File: config.mk
export PLATFORM = sky130hd
export DESIGN_NAME = vtp_front
export DESIGN_NICKNAME = d
export VERILOG_FILES = /design/src/rtl/vtp_pkg.sv /design/src/rtl/vtp_front.sv
export SDC_FILE = /design/constraint.sdc
export NUM_CORES = 2
export LEC_CHECK = 0
export BUFFER_PORTS_ARGS = -buffer_cell sky130_fd_sc_hd__buf_4
export CELL_PAD_IN_SITES_DETAIL_PLACEMENT = 0
export CELL_PAD_IN_SITES_GLOBAL_PLACEMENT = 1
export CORE_MARGIN = 5
export CORE_UTILIZATION = 54
export CTS_BUF_LIST = sky130_fd_sc_hd__clkbuf_4
export DETAILED_ROUTE_END_ITERATION = 6
export PLACE_DENSITY = 0.9
export SLEW_MARGIN = 0
export SYNTH_ARGS = -nofsm -noshare
export SYNTH_HDL_FRONTEND = slang
export SYNTH_SLANG_ARGS = --single-unit
File: constraint.sdc
create_clock -name clk -period 17.9 [get_ports clk]
set_input_delay 0.895 -clock clk [delete_from_list [all_inputs] [get_ports clk]]
set_output_delay 0.895 -clock clk [all_outputs]
set_load 0.03 [all_outputs]
File: src/rtl/vtp_pkg.sv
// Package: types, widths and register codes for the virtual trackball projection.
`default_nettype none
package vtp_pkg;

  localparam int COORD_FRAC_BITS = 4;
  localparam int OUT_FRAC_BITS   = 14;

  // magnitude of centred coordinate, in half-fraction units
  localparam int MAG_W  = ((17 > 12 + COORD_FRAC_BITS) ? 17 : 12 + COORD_FRAC_BITS) + 1;
  localparam int X_W    = MAG_W + 1;
  localparam int D_W    = 2 * MAG_W + 1;
  localparam int RH_W   = 24 + 2 * COORD_FRAC_BITS + 1;
  localparam int SQ_W0  = ((D_W > RH_W + 1) ? D_W : RH_W + 1) + 1;
  localparam int SQ_W   = SQ_W0 + (SQ_W0 % 2);
  localparam int RT_W   = SQ_W / 2;
  localparam int CN_W   = RT_W + OUT_FRAC_BITS;
  localparam int MAX_MAG = 32767;

  localparam int CFG_IDX_W  = 3;
  localparam int CFG_DATA_W = 24;

  typedef enum logic [CFG_IDX_W-1:0] {
    CFG_IMAGE_WIDTH  = 3'd0,
    CFG_IMAGE_HEIGHT = 3'd1,
    CFG_CENTER_X     = 3'd2,
    CFG_CENTER_Y     = 3'd3,
    CFG_RADIUS_SQ    = 3'd4
  } cfg_idx_t;

  typedef struct packed {
    logic [15:0] point_x;
    logic [15:0] point_y;
  } vtp_in_t;

  typedef struct packed {
    logic signed [15:0] dir_x;
    logic signed [15:0] dir_y;
    logic signed [15:0] dir_z;
    logic               on_sphere;
    logic               degenerate;
  } vtp_out_t;

  // sideband carried along the first square root
  typedef struct packed {
    logic             sphere;
    logic             sx;
    logic             sy;
    logic [MAG_W-1:0] ax;
    logic [MAG_W-1:0] ay;
    logic [D_W-1:0]   d;
  } sq1_tag_t;

  // sideband along the hyperbolic divide
  typedef struct packed {
    logic [RT_W-1:0]  s;
    logic             sphere;
    logic             sx;
    logic             sy;
    logic [MAG_W-1:0] ax;
    logic [MAG_W-1:0] ay;
    logic [D_W-1:0]   d;
  } dv1_tag_t;

  // sideband along the length square root
  typedef struct packed {
    logic             sphere;
    logic             sx;
    logic             sy;
    logic [MAG_W-1:0] ax;
    logic [MAG_W-1:0] ay;
    logic [RT_W-1:0]  z;
  } sq2_tag_t;

  typedef struct packed {
    logic sphere;
    logic sx;
    logic sy;
  } dv2_tag_t;

endpackage
`default_nettype wire

File: src/rtl/vtp_front.sv
// Front stages: centring, squaring, region test and first square-root radicand.
`default_nettype none
module vtp_front (
  input  wire logic                     clk,
  input  wire logic                     rst_n,
  input  wire logic                     en,
  input  wire logic                     v_in,
  input  wire vtp_pkg::vtp_in_t         in_data,
  input  wire logic [11:0]              img_w,
  input  wire logic [11:0]              img_h,
  input  wire logic signed [11:0]       ctr_x,
  input  wire logic signed [11:0]       ctr_y,
  input  wire logic [vtp_pkg::RH_W-1:0] rh,
  output logic                          v_out,
  output logic [vtp_pkg::SQ_W-1:0]      rad_out,
  output vtp_pkg::sq1_tag_t             tag_out
);
  import vtp_pkg::*;

  logic signed [X_W-1:0] x;
  logic signed [X_W-1:0] y;
  logic [X_W-1:0]        nx;
  logic [X_W-1:0]        ny;

  logic             v1_r, v2_r, v3_r;
  logic             sx1_r, sy1_r, sx2_r, sy2_r;
  logic [MAG_W-1:0] ax1_r, ay1_r, ax2_r, ay2_r;
  logic [2*MAG_W-1:0] sqx_r, sqy_r;
  logic [D_W-1:0]   d;
  logic             sphere;
  logic [SQ_W-1:0]  rad_nxt;
  logic [SQ_W-1:0]  rad_r;
  sq1_tag_t         tag_r;

  always_comb begin
    x  = (X_W'(img_w) << COORD_FRAC_BITS) - (X_W'(in_data.point_x) << 1)
         - (X_W'(ctr_x) << (COORD_FRAC_BITS + 1));
    y  = (X_W'(img_h) << COORD_FRAC_BITS) - (X_W'(in_data.point_y) << 1)
         - (X_W'(ctr_y) << (COORD_FRAC_BITS + 1));
    nx = -x;
    ny = -y;
  end

  always_comb begin
    d       = D_W'(sqx_r) + D_W'(sqy_r);
    sphere  = (SQ_W'(d) <= SQ_W'(rh));
    rad_nxt = sphere ? ((SQ_W'(rh) << 1) - SQ_W'(d)) : SQ_W'(d);
  end

  always_ff @(posedge clk) begin
    if (!rst_n) begin
      v1_r <= 1'b0;
      v2_r <= 1'b0;
      v3_r <= 1'b0;
    end else if (en) begin
      v1_r <= v_in;
      v2_r <= v1_r;
      v3_r <= v2_r;
    end
  end

  always_ff @(posedge clk) begin
    if (en) begin
      sx1_r <= x[X_W-1];
      sy1_r <= y[X_W-1];
      ax1_r <= x[X_W-1] ? nx[MAG_W-1:0] : x[MAG_W-1:0];
      ay1_r <= y[X_W-1] ? ny[MAG_W-1:0] : y[MAG_W-1:0];
      sx2_r <= sx1_r;
      sy2_r <= sy1_r;
      ax2_r <= ax1_r;
      ay2_r <= ay1_r;
      sqx_r <= ax1_r * ax1_r;
      sqy_r <= ay1_r * ay1_r;
      rad_r <= rad_nxt;
      tag_r <= '{sphere: sphere, sx: sx2_r, sy: sy2_r, ax: ax2_r, ay: ay2_r, d: d};
    end
  end

  assign v_out   = v3_r;
  assign rad_out = rad_r;
  assign tag_out = tag_r;

endmodule
`default_nettype wire
==> After elaboration in Yosys (flattened, before gate mapping) <==
Cells that the tools add are included.
{ "word_totals": {"ff_bits": 265, "latchBits": 0, "ramBits": 0, "romBits": 0, "inputBits": 117, "n_memories": 0} }
{ "classes": {"add_sub_neg": 8, "n_mul": 2, "div": 0, "magnitude_cmp": 1, "n_eq_ne": 0, "n_shift": 0, "n_mux": 3, "n_bitwise": 0, "n_reduce_logical": 0} }
{ "ops": {"columns": ["op", "n"], "rows": [
  ["18-bit by 18-bit multiplier with 36-bit output", 2],
  ["18-bit by 17-bit subtractor with 19-bit output", 2],
  ["34-bit by 37-bit subtractor with 38-bit output", 1],
  ["36-bit by 36-bit adder with 37-bit output", 1],
  ["37-bit by 33-bit less-or-equal comparator with 1-bit output", 1],
  ["37-bit 2-to-1 mux", 1],
  ["18-bit 2-to-1 mux", 2],
  ["18-bit negator", 2],
  ["16-bit by 17-bit subtractor with 18-bit output", 2]
]} }

==> Depth between registers and ports, before layout <==
{ "depth": {"ltp_word": 4, "ltp_mapped": 24, "ltp_nobuf": 24} }

==> Worst setup path after synthesis <==
No wires, ideal clock.
{ "synth_path": {"path_kind": "reg2reg", "startpoint": "register ax1_r[3]", "endpoint": "register sqx_r[35], data pin", "t_arrival_ns": 6.117, "required_ns": 17.640, "slack_ns": 11.523, "path_stages_with_launch": 22, "path_buffers": 1, "synth_period_minus_slack_ns": 6.377, "path_cell_list": "edfxtp_1 > clkbuf_1 > nand2_1 > fa_1 > inv_1 > fa_1 > fa_1 > fa_1 > fa_1 > inv_1 > fa_1 > inv_1 > ha_1 > a21o_1 > a21oi_1 > o21ai_0 > a221oi_1 > o21ai_0 > or3_1 > a31o_2 > a21oi_1 > xnor2_1"} }
{ "synth_via": {"elab_chain_cells": 1} }
{ "synth_lines": {"columns": ["item", "line", "rtl"], "rows": [
  ["start, declared", "vtp_front.sv:27", "logic [MAG_W-1:0] ax1_r, ay1_r, ax2_r, ay2_r;"],
  ["start signal, assigned", "vtp_front.sv:66", "ax1_r <= x[X_W-1] ? nx[MAG_W-1:0] : x[MAG_W-1:0];"],
  ["18-bit by 18-bit multiplier with 36-bit output", "vtp_front.sv:72", "sqx_r <= ax1_r * ax1_r;"],
  ["end signal, assigned", "vtp_front.sv:72", null],
  ["end, declared", "vtp_front.sv:28", "logic [2*MAG_W-1:0] sqx_r, sqy_r;"]
]} }
No other way between the ends.
A chain may end at the register's enable or synchronous reset.

==> Final worst setup path <==
{ "layout_path": {"startpoint": "register ax1_r[5]", "endpoint": "register sqx_r[34], data pin"} }
Same word-level chain as after synthesis.

==> summary by stage <==
Synthesis
The cell area that synthesis handed to floorplanning was 31300 sq um. After synthesis, the share of flip-flops with an asynchronous set or reset is 0. After synthesis the netlist holds a flip-flop and latch count of 248.

The distinct cell type count after synthesis is 80. Of the total synthesized cell area, the portion taken by XOR and XNOR cells is 0.0542. For this run, the register share of the synthesized area comes to 0.237. The most used flip-flop cell after synthesis is edfxtp_1.

Counting instances in the post-synthesis netlist gives the leading cell types as inv_1, fa_1, ha_1. In this run, synthesis inferred 245 flip-flops with an integrated enable. Of the total synthesized cell area, the portion taken by AND, OR, NAND and NOR gates is 0.114.

The compound-cell area share of the yosys netlist is 0.0937. The number of standard cells after synthesis is around 3100. The proportion of netlist area held by the largest area contributor is 0.248. Yosys attributes the largest share of cell area to fa_1, edfxtp_1, ha_1. The fraction of the mapped netlist area in adder cells is 0.401.

The mux share of post-synthesis cell area is 0.0124. During synthesis, Yosys emitted a total of 0 warnings. The average instance in the mapped netlist occupies between 10 and 15 sq um. The most common cell in the synthesized netlist is inv_1. The combinational family with the most area after synthesis is adder cells. The library cell occupying the most area in the post-synthesis netlist is fa_1.

Cells and area
The net count of the finished layout is 4268. The ratio of cells with drive above 1 in the final layout is 0.108. From synthesis to final layout, the design area changed by 10.6%.

The fill cell instance count of the final layout is 4856. The final non-filler cell total is 4194.

Global routing
The wire length of the first global-routing pass is 116000 um. The number of antenna violations at the first check in global routing came to 2. The number of global-route vias before repair was 24100. The largest net degree at the start of global routing is 118.

The total overflow left after global routing is 0. Across every metal layer, demand over resource in global routing totals 0.221.

Detailed routing
In the routed design, unresolved DRC markers number 0. The total iterations of the first detailed-routing run is 7. The aggregate routed wire length is around 68000 um. The average vias per placed instance is between 5 and 6. The number of nets still failing antenna checks after routing is 0. In this run, the number of DRC markers left after iteration 0 of detailed routing was about 1100.

The via count is around 22000. Dividing the detail-routed wire length by the instance count gives 16.3 um.

Setup path
The endpoint kind of the worst setup timing path is a flip-flop. STA classifies the critical path startpoint as a flip-flop. The depth of the worst register-to-register path is 19.

The start of the worst register-to-register path is ax1_r[5]$_DFFE_PP_. For the worst setup path, the data required time is between 15 and 20 ns. The kind of critical path is reg -> reg. The critical register-to-register path endpoint is sqx_r[34]$_DFFE_PP_. The register-to-register setup slack is roughly 11 ns. The top fanout value on the critical path is 19. The launch point of the worst path is ax1_r[5]$_DFFE_PP_. STA puts the critical path data arrival time at 7.68 ns.

Floorplan
The x dimension of the die is 251 um. The die is 251 um tall. The area of the core region is roughly 58000 sq um.

232 I/O pins were placed. The floorplan step defined a die boundary enclosing 63000 sq um. The initialized floorplan defines 88 standard-cell rows. The initial utilization of the core area, before any placement, comes to 0.544.

Placed design
The detailed placement HPWL is 56100 um. Prior to clock tree synthesis, the placed netlist has a worst setup slack of 10.78 ns. The count of placed standard cells including taps is 4073. The number of buffers inserted by port buffering is between 200 and 250. The final RePlAce weighted congestion is 0.912.

Clock network
The H-tree depth is 3. Counting along the longest clock path gives a buffer depth of 3. TritonCTS built the clock tree.

Post-CTS timing repair inserted 0 buffers for setup. In this run, post-CTS hold repair placed 0 buffers. The clock-pin slew on the worst setup and hold paths is 0.07 ns.

The tree built by TritonCTS fans out to 248 sinks. Post-CTS repair changed the size of 0 cells. For the worst-skew pair, the clock arrives at the later sink with an insertion delay of roughly 0.80 ns.

The number of buffers added by the clock tree synthesis step is 70. The master cell of the clock root buffer is clkbuf_4.

Timing
The max-slew violation count was 0. Subtracting the final worst setup slack from the clock period gives between 7 and 8 ns. The count of endpoints failing hold in the final timing report was 0. Setup repair after global routing left no endpoint under its margin.

The worst setup skew after layout is ~0.063 ns. The highest achievable clock rate is 140 MHz. The fraction of the cycle the final worst path needs is 0.400. In this run the tightest slew margin relative to its limit is 0.338. The setup-violating endpoint count in the final report is 0. For the pin with the worst max-slew slack, the measured transition is 0.993 ns. For the final routed database, the setup TNS stands at 0 ns. The final worst-path setup slack is 10.74 ns.

Worst hold path
The origin of the worst min-delay path is rst_n. The worst hold path passes through 2 cells. The class of the tightest hold or removal check is in -> reg. The terminating pin of the worst hold path is v1_r$_SDFFE_PN0P_.

Run status
The flow ran to the end, and the final reports show no timing, DRC or antenna violations.

Flow run
The number of max-cap violations is 0.
-- worst max path at each step --
stage	end	slack (ns)	depth (start not counted)
finish	sqx_r[34]$_DFFE_PP_	10.74	19
global route	sqx_r[34]$_DFFE_PP_	10.36	19
CTS	sqx_r[34]$_DFFE_PP_	10.78	19
detailed placement	sqx_r[34]$_DFFE_PP_	10.78	19
global placement	sqx_r[34]$_DFFE_PP_	10.93	19
floorplan	sqx_r[35]$_DFFE_PP_	11.52	21
-- sequential cells by signal (all words and copies together) (netlist names), 17 cells and up --
signal	cells
ay2_r	17
sqy_r	32
ay1_r	17
sqx_r	32
ax1_r	17
rad_out	37
ax2_r	17
tag_out	72
-- layout by cell type, fill, tap and decap left out, types with 18 or more instances in the layout --
cell type and count:
inv_1 665, a21oi_1 137, ha_1 382, and2_1 151, xor2_1 50, nand2_1 223
clkbuf_4 86, edfxtp_1 245, xnor2_1 142, nor3_1 41, mux2i_1 25, o21ai_0 80
fa_1 389, and3_1 18, nand4_1 20, nand3_1 35, buf_4 232, nor2b_1 30
nor2_1 100, clkinv_1 21, or3_1 21, a21o_1 61, nand2b_1 22, a211oi_1 21
-- worst max-delay path, cell delays in order, from the launching register on --
cell	delay, ns
edfxtp_1	0.80
nand2_1	0.26
fa_1	0.60
inv_1	0.05
fa_1	0.46
fa_1	0.52
fa_1	0.56
fa_1	0.56
inv_1	0.06
fa_1	0.53
inv_1	0.04
ha_1	0.35
a21o_1	0.18
a21o_1	0.17
a2111oi_0	0.62
nor2_1	0.08
o21ai_0	0.25
a31oi_1	0.21
o31ai_1	0.44
o211ai_1	0.17
-- layout make-up --
class / instances / area, sq um / share of cell area
inverters: 666 / 2500 / 0.0721
flip-flops and latches: 248 / 7420 / 0.214
repair buffers: 233 / 1760 / 0.0507
diodes: 2 / 5.00 / 0.000144
well taps: 765 / 957 / 0.0276
clock buffers: 86 / 646 / 0.0186
clock inverters: 33 / 189 / 0.00545
multi-input cells: 2161 / 21200 / 0.611
-- routing by layer --
layer | routed length (um) | global-route usage | up-vias | part of all wire
met3 | 3580 | 0.0342 | 119 | 0.052
li1 | - | - | 10800 | -
met2 | 34300 | 0.387 | 515 | 0.50
met1 | 28600 | 0.282 | 11100 | 0.42
met4 | 2010 | 0.0755 | 0 | 0.029
met5 | 0 | 0 | - | 0
-- per-stage QoR --
step,hold WS (ns),utilization,cell area (sq um)
floorplan,0.400,-,31400
finish,0.342,0.602,34700
detailed placement,0.405,0.587,33800
global route,0.300,0.602,34700
global placement,0.401,0.587,33800
CTS,0.259,0.602,34700
-- cells by family (layout without fill, tap and decap cells) --
kind of cell	count (synthesis)	in the layout
fa+ha+maj	771	771
buf+inv	719	1018
simple gates	705	705
compound gates	450	450
flops	248	248
xor+xnor	193	193
mux	37	37
other cells	1	7
Power is left out: the tool's default activity adds up to more than one toggle a clock period on the data nets, which glitch-free logic cannot reach.
