File: config.mk
export PLATFORM = sky130hd
export DESIGN_NAME = vtp_sqrt_cell
export DESIGN_NICKNAME = d
export VERILOG_FILES = /design/src/rtl/vtp_sqrt_cell.sv
export SDC_FILE = /design/constraint.sdc
export NUM_CORES = 1
export LEC_CHECK = 0
export ABC_AREA = 1
export BUFFER_PORTS_ARGS = -buffer_cell sky130_fd_sc_hd__buf_2
export CORE_ASPECT_RATIO = 0.8
export CORE_MARGIN = 3
export CORE_UTILIZATION = 35
export CTS_BUF_LIST = sky130_fd_sc_hd__clkbuf_4 sky130_fd_sc_hd__clkbuf_8 sky130_fd_sc_hd__clkbuf_16
export DETAILED_ROUTE_END_ITERATION = 10
export PLACE_DENSITY_LB_ADDON = 0.3
export SYNTH_ARGS = -nofsm -noshare
export SYNTH_HDL_FRONTEND = slang
export SYNTH_SLANG_ARGS = --single-unit
File: constraint.sdc
create_clock -name clk -period 1.63 [get_ports clk]
set_input_delay 0.0815 -clock clk [delete_from_list [all_inputs] [get_ports clk]]
set_output_delay 0.0815 -clock clk [all_outputs]
set_load 0.01 [all_outputs]
File: src/rtl/vtp_sqrt_cell.sv
// One digit of a pipelined integer square root: consumes two radicand bits per cell.
`default_nettype none
module vtp_sqrt_cell #(
  parameter int SW = 38,
  parameter int HW = 19,
  parameter int TW = 1
) (
  input  wire logic          clk,
  input  wire logic          rst_n,
  input  wire logic          en,
  input  wire logic          v_in,
  input  wire logic [SW-1:0] rad_in,
  input  wire logic [HW:0]   rem_in,
  input  wire logic [HW-1:0] root_in,
  input  wire logic [TW-1:0] tag_in,
  output logic               v_out,
  output logic [SW-1:0]      rad_out,
  output logic [HW:0]        rem_out,
  output logic [HW-1:0]      root_out,
  output logic [TW-1:0]      tag_out
);

  logic [HW+2:0] t;
  logic [HW+2:0] trial;
  logic          ge;
  logic          v_r;
  logic [SW-1:0] rad_r;
  logic [HW:0]   rem_r;
  logic [HW-1:0] root_r;
  logic [TW-1:0] tag_r;
  logic [HW:0]   rem_nxt;

  always_comb begin
    t       = {rem_in, rad_in[SW-1 -: 2]};
    trial   = {1'b0, root_in, 2'b01};
    ge      = (t >= trial);
    rem_nxt = ge ? (HW+1)'(t - trial) : t[HW:0];
  end

  always_ff @(posedge clk) begin
    if (!rst_n) begin
      v_r <= 1'b0;
    end else if (en) begin
      v_r <= v_in;
    end
  end

  always_ff @(posedge clk) begin
    if (en) begin
      rad_r  <= rad_in << 2;
      rem_r  <= rem_nxt;
      root_r <= {root_in[HW-2:0], ge};
      tag_r  <= tag_in;
    end
  end

  assign v_out    = v_r;
  assign rad_out  = rad_r;
  assign rem_out  = rem_r;
  assign root_out = root_r;
  assign tag_out  = tag_r;

endmodule
`default_nettype wire

== After elaboration in Yosys (flattened, before gate mapping) ==
Cells that the tools add are included.

* Input bits: 82
* Logic and storage cells: 8
* Output and inout bits: 79
* Flip-flop bits (word level): 77

* $lt $le $gt $ge: 1
* Add/sub/neg operators: 1
* Muxes and demuxes: 1

{| class="wikitable"
|+ Operators with widths
! operator !! count
|-
| $ge A22 B21 Y1 || 1
|-
| $mux W20 || 1
|-
| $sub A20 B20 Y20 || 1
|}

== Logic depth before layout (Yosys ltp) ==
Gate-level depths: netlist of the first run.

* Depth in word-level cells: 2
* Mapped depth: 14
* Mapped depth without buffers: 13

== Least setup slack after synthesis of the first run ==
No wires, ideal clock.

* Kind: input -> register
* From: input port root_in[10]
* To: register rem_r[19], in the netlist rem_out[19] (data pin)
* Data required time: 1.377 ns
* Stages on the path: 13
* Buffers on the path: 1
* Arrival: 1.346 ns
* Setup time: 0.253 ns
* Path slack: 0.031 ns
* Path through: inv_1 ha_1 nand2_1 inv_1 nand2_1 inv_1 a21oi_2 nand2_2 nand2_2 nand2_4 buf_4 nand3_1 nand2_1

* Longest elaborated chain between the ends: 2
* Elaborated cells between the ends (all ways): 3
* Classes of those cells: add/sub: 1; order compare: 1; mux: 1

{| class="wikitable"
|+ RTL lines
! element !! RTL line !! source
|-
| from (decl) || 14 || <nowiki>input wire logic [HW-1:0] root_in,</nowiki>
|-
| $sub A20 B20 Y20 / $ge A22 B21 Y1 (equally long branches) || 37, 36 ||
|-
| $mux W20 (*) || 37 || <nowiki>rem_nxt = ge ? (HW+1)'(t - trial) : t[HW:0];</nowiki>
|-
| named net rem_nxt[19] || 31 || <nowiki>logic [HW:0] rem_nxt;</nowiki>
|-
| to (signal assigned) || 51 || <nowiki>rem_r <= rem_nxt;</nowiki>
|-
| to (decl) || 28 || <nowiki>logic [HW:0] rem_r;</nowiki>
|}

Mark *: on every way through the listed nets, which the timed path passes. The rest lies on a longest branch.
A chain may end at the register's enable or synchronous reset.

== Worst setup path in the final report of the first run ==
* From: input port root_in[3]
* To: register rem_r[15], in the netlist rem_out[15] (data pin)

The elaborated chain is that of the path after synthesis.

==> key figures, run 1 <==
STA
  – Max-slew violation count: 0
  – Minimum hold slack: 23.9 ps
  – Final period util: 90.4%
  – Fmax: 0.678 GHz
  – Hold violation count in the final report: 0
  – Setup violators final: 0
  – Clock Skew: 0 ps
  – Setup TNS: 0 ps
  – Unrepaired setup endpoints after global routing: false
  – Period minus WS final: 1470 ps

Route
  – Routed wl met3: 766 um
  – Top layer in use: met4
  – DRT Wirelength: 11.0 mm
  – WL per Instance: 13.3 um
  – Detailed Routing Iterations Pass 1: 5
  – DRT antenna net count: 0
  – DR WL met2: 5.11 mm
  – DRC violations left: 0
  – Via count: 3,670
  – Vias per inst: 4.42
  – Initial DRC count: 143
  – Metal-1 WL: 5.03 mm

Layout
  – Final Non-Filler Cells: 830
  – Nets: 784
  – Share of layout cells above drive strength 1: 36.2%
  – Final Util: 56.9%
  – Area Overhead vs Synth: 57.7%
  – ANT cells: 0

Setup path
  – Crit-path max FO: 19
  – CP Capture Type: flop
  – Crit path launch type: primary input
  – Critical Path RT: 1720 ps
  – CP arrival: 1560 ps
  – Crit-path cells: buf_2 > inv_1 > ha_2 > nand2_2 > nor2_2 > nand2_1 > nand3_2 > nand2_1 > nand2_2 > nand2_2 > nand2_4 > inv_6 > nand2_1 > nand2_1
  – CP max stage delay: 370 ps
  – Worst path most repeated cell: nand2_1
  – CP Class: primary input to flop
  – CP max stage cell: ha_2

Clock network
  – CTS tree: built
  – Root Driver: clkbuf_16
  – Clock transition at path regs: 60 ps
  – Total CTS buffers: 9
  – Sink Count: 77
  – Clk_lat worst skew: 330 ps
  – Max clock buf depth: 2
  – H-tree Lvls: 3

Floorplanning
  – Die span in y: 101 um
  – Initial core utilization: 36.1%
  – Io pins: 161
  – Core ar.: 10,900 sq um
  – Die X: 125 um
  – Rows: 34
  – Die Area: 12,600 sq um

Pwr
  – Flop pwr share: 41.0%
  – Cell Pwr Density: 958 nW/um^2
  – Clock power frac: 36.9%
  – Sw frac: 26.2%
  – P_leak: 3.09 nW
  – Maximum vdd drop: 638 uV
  – Pint: 0.00440 W
  – Gate power share: 22.0%
  – NetSw: 0.00156 W

Synth
  – Register bit total from synthesis: 77
  – Syn Area/Cell: 9.60 sq um
  – Synth warn: 0
  – Synth Cell Area: 3950 sq um
  – Synth area leader: edfxtp_1
  – Post-synth top area share: 57.8%
  – Largest cells by area after synthesis: edfxtp_1 (58%), nand2_1 (14%), ha_1 (6.7%), inv_1 (6.1%), nand3_1 (3.0%)
  – Syn Inst Count: 411
  – Sequential share of the synthesized area: 58.3%
  – Yosys cell types: 28

Global route
  – First-pass GRT wire length: 17.9 mm
  – Antenna violations before repair: 0
  – Number of global-route vias before repair: 3,695
  – Grt ovf: 0
  – GRT Overall Usage: 17.8%
  – Largest net degree at the start of global routing: 45

Place
  – Post-detail-place hpwl: 8.10 mm
  – IO buf count: 158
  – Cells after DPL: 758
  – GPL Wtd Cong: 0.859

Worst hold path
  – Hold WC Path Type: primary input to flop

Job
  – Max Cap Viol: 0

Outcome
  – Status: complete, no violations
-- synth_stat cells --
library cell and number:
nand2_1 142, edfxtp_1 76, inv_1 64, nand3_1 24
ha_1 21, nor2_1 21, a21oi_1 15, xor2_1 7
o21ai_0 5, buf_4 4, nand2_2 4, nand3b_1 3
nand4_1 3, nor3_1 3, a21oi_2 2, inv_2 2
nor2_2 2, o21bai_1 2, xnor2_1 2, and2_1 1
buf_6 1, conb_1 1, dfxtp_1 1, inv_4 1
nand2_4 1, nand3_2 1, nor3_2 1, o21a_1 1
-- layout make-up --
cell class | count | area, sq um
Clock buffer | 10 | 233
Clock inverter | 6 | 93.8
Fill cell | 977 | 4710
Inverter | 67 | 256
Multi-Input combinational cell | 263 | 1420
Sequential cell | 77 | 2300
Tap cell | 144 | 180
Timing Repair Buffer | 263 | 1740
-- power by group through the flow --
stage | Combinational [W] | Sequential, W | Clock [W]
6_report | 0.00131 | 0.00245 | 0.00220
5_1_grt | 0.00147 | 0.00247 | 0.00234
4_1_cts | 0.00129 | 0.00245 | 0.00227
3_5_place_dp | 0.00118 | 0.00249 | 0
3_3_place_gp | 0.00117 | 0.00248 | 0
2_1_floorplan | 0.000484 | 0.00260 | 0
-- state kept, by name (all words and copies together) (netlist names) --
name / cells
rad_out: 36
rem_out: 20
v_out: 1
root_out: 19
tag_out: 1
-- metal layers --
layer  vias to the layer above  GRT usage, %
met5                         -             0
met4                         0          4.30
met3                        10          4.98
met2                       130          30.8
met1                      1661          22.2
li1                       1869             -
-- metrics by stage --
step           total power, W  worst slack [ps]  instance area [sq um]
6_report              0.00596               156                   6220
3_3_place_gp          0.00365              -238                   5260
3_5_place_dp          0.00367              -277                   5260
5_1_grt               0.00628              3.41                   6220
4_1_cts               0.00601              93.1                   6140
2_1_floorplan         0.00308              30.9                   3950
-- critical path: cells and delay by family --
kind	cells	cell delay, ps
and+or+nand+nor	10	870
adders and majority gates	1	370
buffers and inverters	3	220
-- placed cells by master (no fill, tap or decap), types with 5 or more instances in the layout --
master / n
a21oi_1: 14
buf_4: 49
nand2_2: 7
clkbuf_16: 9
nand2_1: 139
edfxtp_1: 76
dlygate4sd3_1: 55
ha_1: 16
xor2_1: 7
buf_2: 157
nand3_1: 24
nor2_1: 21
inv_1: 64
o21ai_0: 5
-- cell families (layout without fill, tap and decap cells) --
family	after synthesis	count (layout)	synth area share, %
simple gates	206	206	21.9
flops	77	77	58.3
buf+inv	72	346	7.48
compound gates	25	25	3.55
fa+ha+maj	21	21	6.66
xor+xnor	9	9	2.00
other cells	1	2	0.0950
-- path summary, 6_finish.rpt --
path	startpoint	endpoint	slack, ps	cells past startpoint
min reg2reg	v_out$_SDFFE_PN0P_	v_out$_SDFFE_PN0P_	1120	3
max reg2reg	v_out$_SDFFE_PN0P_	v_out$_SDFFE_PN0P_	420	3
max	root_in[3]	rem_out[15]$_DFFE_PP_	160	14
min	root_in[1]	root_out[2]$_DFFE_PP_	20	2
-- timing repair --
item / in CTS / in global routing
resized for setup: 0 / 13
hold endpoints to repair: 54 / 0
buffers inserted: 0 / 1
hold buffers: 55 / 0
setup endpoints to repair: 0 / 20
(Power assumes the default switching activity.)
==> run 2, diff against run 1 <==
Settings changed: ABC_AREA 1 to default.
==> key figures, run 2 <==
Outcome
  – Status: complete, but fails checks (was complete, no violations)
  – Failing checks: negative setup slack

STA
  – Period minus WS final: 1840 ps (was 1470 ps)
  – Hold violation count in the final report: 0 (unchanged)
  – Unrepaired setup endpoints after global routing: true (was false)
  – Setup violators final: 20 (was 0)
  – Max-slew violation count: 0 (unchanged)
  – Final period util: 113% (was 90.4%)
  – Fmax: 0.544 GHz (was 0.678 GHz)
  – Clock Skew: 0 ps (unchanged)
  – Final WS setup: -209 ps (was 156 ps)

Layout
  – Register area: 2300 sq um (unchanged)
  – Multi-input logic area: 1820 sq um (was 1420 sq um)
  – Share of layout cells above drive strength 1: 56.3% (was 36.2%)
  – Commonest non-fill, non-tap cell in the layout: buf_2 (unchanged)
  – Filler cells: 810 (was 977)
  – Most frequent cells in the layout: buf_2 (138), buf_4 (79), edfxtp_1 (76), dlygate4sd3_1 (55), buf_6 (20) (was buf_2 (157), nand2_1 (139), edfxtp_1 (76), inv_1 (64), dlygate4sd3_1 (55))
  – Largest register FFs: 36 (unchanged)
  – Area Overhead vs Synth: 80.5% (was 57.7%)
  – Nets: 698 (was 784)
  – ANT cells: 0 (unchanged)
  – Final Util: 66.0% (was 56.9%)

Global route
  – Grt ovf: 0 (unchanged)
  – Largest net degree at the start of global routing: 50 (was 45)
  – Number of global-route vias before repair: 3,566 (was 3,695)
  – First-pass GRT wire length: 17.7 mm (was 17.9 mm)
  – GRT Overall Usage: 18.7% (was 17.8%)
  – Antenna violations before repair: 0 (unchanged)

Synth
  – Synth area leader: edfxtp_1 (unchanged)
  – Largest cells by area after synthesis: edfxtp_1 (59%), ha_1 (6.8%), mux2_4 (2.7%), inv_1 (2.4%), o21ai_0 (2.1%) (was edfxtp_1 (58%), nand2_1 (14%), ha_1 (6.7%), inv_1 (6.1%), nand3_1 (3.0%))
  – Most frequent cell after synthesis: edfxtp_1 (was nand2_1)
  – Simple-Gate Fraction of Synth Area: 8.71% (was 21.9%)
  – Register bit total from synthesis: 77 (unchanged)
  – Syn Inst Count: 289 (was 411)
  – Sequential share of the synthesized area: 60.0% (was 58.3%)
  – Adder-cell share of the synthesized area: 6.85% (was 6.66%)
  – Async S/R FF share, synth: 0% (unchanged)
  – Synth warn: 0 (unchanged)
  – Syn Area/Cell: 13.3 sq um (was 9.60 sq um)
  – Post-synth top area share: 59.5% (was 57.8%)
  – Post-synth EDFFs: 76 (unchanged)
  – Mux cell area share after synthesis: 4.70% (was 0%)
  – Top cells by count, synth: edfxtp_1 (76), inv_1 (25), ha_1 (21) (was nand2_1 (142), edfxtp_1 (76), inv_1 (64))
  – Post-synthesis compound-gate area fraction: 12.5% (was 3.55%)
  – Ys flop type: edfxtp_1 (unchanged)
  – Xor/xnor share of the synthesized area: 2.74% (was 2.00%)
  – Yosys cell types: 51 (was 28)
  – Synth Cell Area: 3840 sq um (was 3950 sq um)
  – Combinational family with the most area after synthesis: compound AO/OA/AOI/OAI gates (was simple AND/OR/NAND/NOR gates)

Floorplanning
  – Rows: 33 (was 34)
  – Die Area: 12,300 sq um (was 12,600 sq um)
  – Io pins: 161 (unchanged)
  – Initial core utilization: 36.6% (was 36.1%)
  – Die X: 123 um (was 125 um)
  – Die span in y: 99.7 um (was 101 um)
  – Core ar.: 10,500 sq um (was 10,900 sq um)

Clock network
  – H-tree Lvls: 3 (unchanged)
  – Clock transition at path regs: 60 ps (about the same)
  – Total CTS buffers: 9 (unchanged)
  – Root Driver: clkbuf_16 (unchanged)
  – Max clock buf depth: 2 (unchanged)
  – Clk_lat worst skew: 330 ps (about the same)
  – Sink Count: 77 (unchanged)
  – CTS tree: built (unchanged)

Route
  – Initial DRC count: 185 (was 143)
  – Via count: 3,543 (was 3,670)
  – Vias per inst: 4.79 (was 4.42)
  – WL per Instance: 15.9 um (was 13.3 um)
  – DRC violations left: 0 (unchanged)
  – Detailed Routing Iterations Pass 1: 4 (was 5)
  – DRT Wirelength: 11.8 mm (was 11.0 mm)
  – DRT antenna net count: 0 (unchanged)

Worst hold path
  – Hold WC Path Type: primary input to flop (unchanged)
  – Min-delay src: root_in[14] (was root_in[1])
  – Hold Path End: root_out[15]$_DFFE_PP_ (was root_out[2]$_DFFE_PP_)
  – Hold path cells: 2 (unchanged)

Pwr
  – PnR Total Power: 0.00596 W (about the same)
  – Maximum vdd drop: 478 uV (was 638 uV)
  – P_leak: 3.02 nW (was 3.09 nW)
  – Cell Pwr Density: 860 nW/um^2 (was 958 nW/um^2)

Setup path
  – Worst R2R End: v_out$_SDFFE_PN0P_ (unchanged)
  – CP max stage delay: 480 ps (was 370 ps)
  – Crit-path cells: buf_6 > ha_4 > and4_4 > nand2_2 > or4_4 > and3_4 > clkinv_8 > mux2_4 (was buf_2 > inv_1 > ha_2 > nand2_2 > nor2_2 > nand2_1 > nand3_2 > nand2_1 > nand2_2 > nand2_2 > nand2_4 > inv_6 > nand2_1 > nand2_1)
  – CP Capture Type: flop (unchanged)
  – CP arrival: 1920 ps (was 1560 ps)
  – Worst r2r path cells: 2 (was 3)
  – Critical Path RT: 1710 ps (was 1720 ps)
  – Crit-path max FO: 7 (was 19)
  – Crit path launch type: primary input (unchanged)
  – CP max stage cell: or4_4 (was ha_2)
  – CP Class: primary input to flop (unchanged)
  – R2r startpoint: v_out$_SDFFE_PN0P_ (unchanged)
  – Register-to-register path setup slack: 1010 ps (was 420 ps)
  – Crit-path leading delay family: simple AND/OR/NAND/NOR gates (unchanged)
  – CP bufs+invs: 2 (was 3)

Place
  – GPL Wtd Cong: 0.846 (was 0.859)
  – Post-detail-place hpwl: 8.01 mm (was 8.10 mm)
  – IO buf count: 158 (unchanged)

Job
  – Max Cap Viol: 0 (unchanged)
==> run 2: changes by cell type after synthesis, sizes merged, moves of 11 or more <==
| cell | change |
|---|---|
| nand2 | -132 |
| mux2 | +11 |
| nand3 | -23 |
| nor2 | -16 |
| inv | -42 |
| o21ai | +12 |
==> run 2: worst max-delay path by stage <==
stage / from / endpoint / slack [ps] / cells after the start
2_1_floorplan: root_in[5] / rem_out[10]$_DFFE_PP_ / -650 / 11
3_3_place_gp: root_in[5] / rem_out[4]$_DFFE_PP_ / -670 / 9
3_5_place_dp: root_in[5] / rem_out[5]$_DFFE_PP_ / -740 / 9
4_1_cts: rem_in[9] / rem_out[3]$_DFFE_PP_ / -200 / 8
5_1_grt: root_in[3] / rem_out[11]$_DFFE_PP_ / -250 / 9
6_report: rem_in[11] / rem_out[13]$_DFFE_PP_ / -210 / 8
==> run 2: worst register-to-register path, cell delays in order, from the launching register on <==
cell,delay (ps)
dfxtp_1,310
mux2i_1,130
nor2b_1,70
==> run 2: metrics by stage <==
stage | cells | setup TNS [ps] | hold WS, ps | cell area, sq um | worst slack [ps]
after floorplan | 290 | -9840 | 180 | 4060 | -647
after global placement | 651 | -12240 | 258 | 5500 | -674
after detailed placement | 651 | -13350 | 260 | 5500 | -738
after CTS | 729 | -3570 | 8.71 | 6580 | -204
after global routing | 739 | -3690 | 43.2 | 6930 | -253
final | 739 | -3340 | 45.6 | 6930 | -209
==> run 2: area by class of cell <==
| type | instances | area share, % |
|---|---|---|
| Tap cell | 140 | 2.53 |
| Sequential cell | 77 | 33.2 |
| Inverter | 26 | 2.10 |
| Clock buffer | 9 | 3.25 |
| Timing Repair Buffer | 300 | 31.8 |
| Timing Repair inverter | 1 | 0.235 |
| Multi-Input combinational cell | 180 | 26.3 |
| Clock inverter | 6 | 0.560 |
==> run 2: cells by family (layout without fill, tap and decap cells) <==
kind of cell	count (synthesis)	after routing
other	1	2
AOI/OAI and AO/OA	71	71
adders and majority gates	21	21
DFF	77	77
buffers and inverters	33	342
muxes	14	14
xor gates and xnor gates	12	12
and+or+nand+nor	60	60
==> run 2: metal layers <==
layer  routed length, um  vias to the layer above  track usage (%)
met3                 883                       10             4.60
met4                  83                        0             5.11
met2                5820                      153             32.6
met5                   0                        -                0
li1                    -                     1719                -
met1                4990                     1661             23.1
==> run 2: repair_timing <==
action | CTS | global route
cloned | 1 | 0
setup endpoints to repair | 20 | 20
gates resized for setup | 53 | 58
buffers inserted | 8 | 12
hold buffers | 55 | 0
hold endpoints to repair | 55 | 0
pin swaps | 17 | 30
==> run 2: power breakdown <==
part           switching, W  internal (W)  leakage (nW)
logic              0.000777      0.000930          2.14
registers         0.0000494       0.00241         0.752
clock network      0.000766       0.00102         0.130
==> run 3, diff against run 2 <==
Settings changed: SETUP_SLACK_MARGIN from default to 0.5.
==> key figures, run 3 (synthesized netlist as in run 2, its figures left out) <==
Outcome
  – Status: complete, but fails checks (unchanged)
  – Failing checks: negative setup slack (unchanged)

Pwr
  – P_leak: 2.95 nW (was 3.02 nW)
  – Maximum vdd drop: 470 uV (was 478 uV)
  – Cell Pwr Density: 873 nW/um^2 (was 860 nW/um^2)

Global route
  – GRT Overall Usage: 18.4% (was 18.7%)
  – Grt ovf: 0 (unchanged)
  – Largest net degree at the start of global routing: 50 (unchanged)
  – Number of global-route vias before repair: 3,518 (was 3,566)
  – First-pass GRT wire length: 17.4 mm (was 17.7 mm)
  – Antenna violations before repair: 0 (unchanged)

Setup path
  – CP Class: primary input to flop (unchanged)
  – Crit path launch type: primary input (unchanged)
  – CP Capture Type: flop (unchanged)
  – Crit-path max FO: 7 (unchanged)
  – CP arrival: 1900 ps (was 1920 ps)
  – Critical Path RT: 1710 ps (about the same)

Floorplanning
  – Die Area: 12,300 sq um (unchanged)
  – Io pins: 161 (unchanged)
  – Rows: 33 (unchanged)
  – Core ar.: 10,500 sq um (unchanged)
  – Initial core utilization: 36.6% (unchanged)
  – Die span in y: 99.7 um (unchanged)
  – Die X: 123 um (unchanged)

STA
  – Period minus WS final: 1810 ps (was 1840 ps)
  – Max-slew violation count: 0 (unchanged)
  – Fmax: 0.552 GHz (was 0.544 GHz)
  – Minimum hold slack: 45.3 ps (was 45.6 ps)
  – Setup violators final: 20 (unchanged)
  – Hold violation count in the final report: 0 (unchanged)
  – Clock Skew: 0 ps (unchanged)
  – Unrepaired setup endpoints after global routing: true (unchanged)
  – Final WS setup: -183 ps (was -209 ps)
  – Setup TNS: -2960 ps (was -3340 ps)
  – Final period util: 111% (was 113%)

Place
  – GPL Wtd Cong: 0.846 (unchanged)
  – IO buf count: 158 (unchanged)
  – Post-detail-place hpwl: 8.01 mm (unchanged)
  – Dpl ws: -738 ps (unchanged)
  – Cells after DPL: 651 (unchanged)

Clock network
  – Sink Count: 77 (unchanged)
  – CTS tree: built (unchanged)
  – Total CTS buffers: 9 (unchanged)
  – Clock transition at path regs: 60 ps (about the same)
  – H-tree Lvls: 3 (unchanged)
  – Max clock buf depth: 2 (unchanged)
  – Clk_lat worst skew: 330 ps (about the same)
  – Root Driver: clkbuf_16 (unchanged)

Route
  – WL per Instance: 15.8 um (was 15.9 um)
  – Via count: 3,497 (was 3,543)
  – Initial DRC count: 244 (was 185)
  – DRT Wirelength: 11.5 mm (was 11.8 mm)
  – DRT antenna net count: 0 (unchanged)
  – Detailed Routing Iterations Pass 1: 4 (unchanged)
  – DRC violations left: 0 (unchanged)
  – Vias per inst: 4.78 (was 4.79)

Worst hold path
  – Hold WC Path Type: primary input to flop (unchanged)

Layout
  – Final Non-Filler Cells: 731 (was 739)
  – Share of layout cells above drive strength 1: 54.8% (was 56.3%)
  – Area Overhead vs Synth: 75.5% (was 80.5%)
  – Filler cells: 831 (was 810)
  – Most frequent cells in the layout: buf_2 (143), edfxtp_1 (76), buf_4 (73), dlygate4sd3_1 (55), buf_6 (15) (was buf_2 (138), buf_4 (79), edfxtp_1 (76), dlygate4sd3_1 (55), buf_6 (20))
  – Commonest non-fill, non-tap cell in the layout: buf_2 (unchanged)
  – ANT cells: 0 (unchanged)
  – Largest register FFs: 36 (unchanged)
  – Nets: 690 (was 698)
  – Final Util: 64.2% (was 66.0%)

Job
  – Max Cap Viol: 0 (unchanged)
## run 3: cell count changes in the layout (fill, tap and decap cells not counted), sizes merged
cell  change
buf       -8
## run 3: layout make-up
type                    count  area (sq um)  area share, %
flip-flops and latches     77          2300           34.2
repair buffers            292          2090           31.0
multi-input cells         180          1740           25.9
clock buffers               9           225           3.34
well taps                 140           175           2.60
inverters                  26           145           2.16
clock inverters             6          38.8          0.576
repair inverters            1          16.3          0.242
## run 3: metal layers
layer / GRT usage [%] / vias to the layer above / wire length [um]
li1: - / 1700 / -
met1: 23.0 / 1626 / 4880
met2: 32.0 / 153 / 5560
met3: 4.49 / 18 / 921
met4: 4.77 / 0 / 164
met5: 0 / - / 0
## run 3: report_power, final
part / internal [W] / leakage (nW) / switching (W) / total [W]
Combinational: 0.000876 / 2.06 / 0.000746 / 0.00162
Sequential: 0.00241 / 0.752 / 0.0000493 / 0.00246
Clock: 0.00102 / 0.130 / 0.000774 / 0.00180
## run 3: timing repair
item	in CTS	in global routing
gates cloned	1	0
gates resized for setup	53	32
hold buffers	55	0
pin swaps	13	24
buffers inserted	3	6
endpoints found under the setup margin	21	21
hold endpoints to repair	55	0
## run 3: per-stage QoR
stage / power [W] / cell area [sq um]
global placement: 0.00379 / 5500
detailed placement: 0.00381 / 5500
floorplan: 0.00320 / 4060
CTS: 0.00586 / 6540
global route: 0.00618 / 6730
finish: 0.00588 / 6730
## run 3: worst paths after layout
kind	start	to	slack [ps]	cells after the start
worst max register to register	v_out$_SDFFE_PN0P_	v_out$_SDFFE_PN0P_	1010	2
worst max-delay path	rem_in[11]	rem_out[3]$_DFFE_PP_	-180	8
worst min register to register	v_out$_SDFFE_PN0P_	v_out$_SDFFE_PN0P_	560	2
worst min-delay path	root_in[14]	root_out[15]$_DFFE_PP_	50	2
## run 3: critical path: stages
cell      delay (ps)
buf_6            100
ha_4             280
and4_4           260
nand2_2           70
or4_4            480
and3_4           220
clkinv_8         100
mux2_4           300
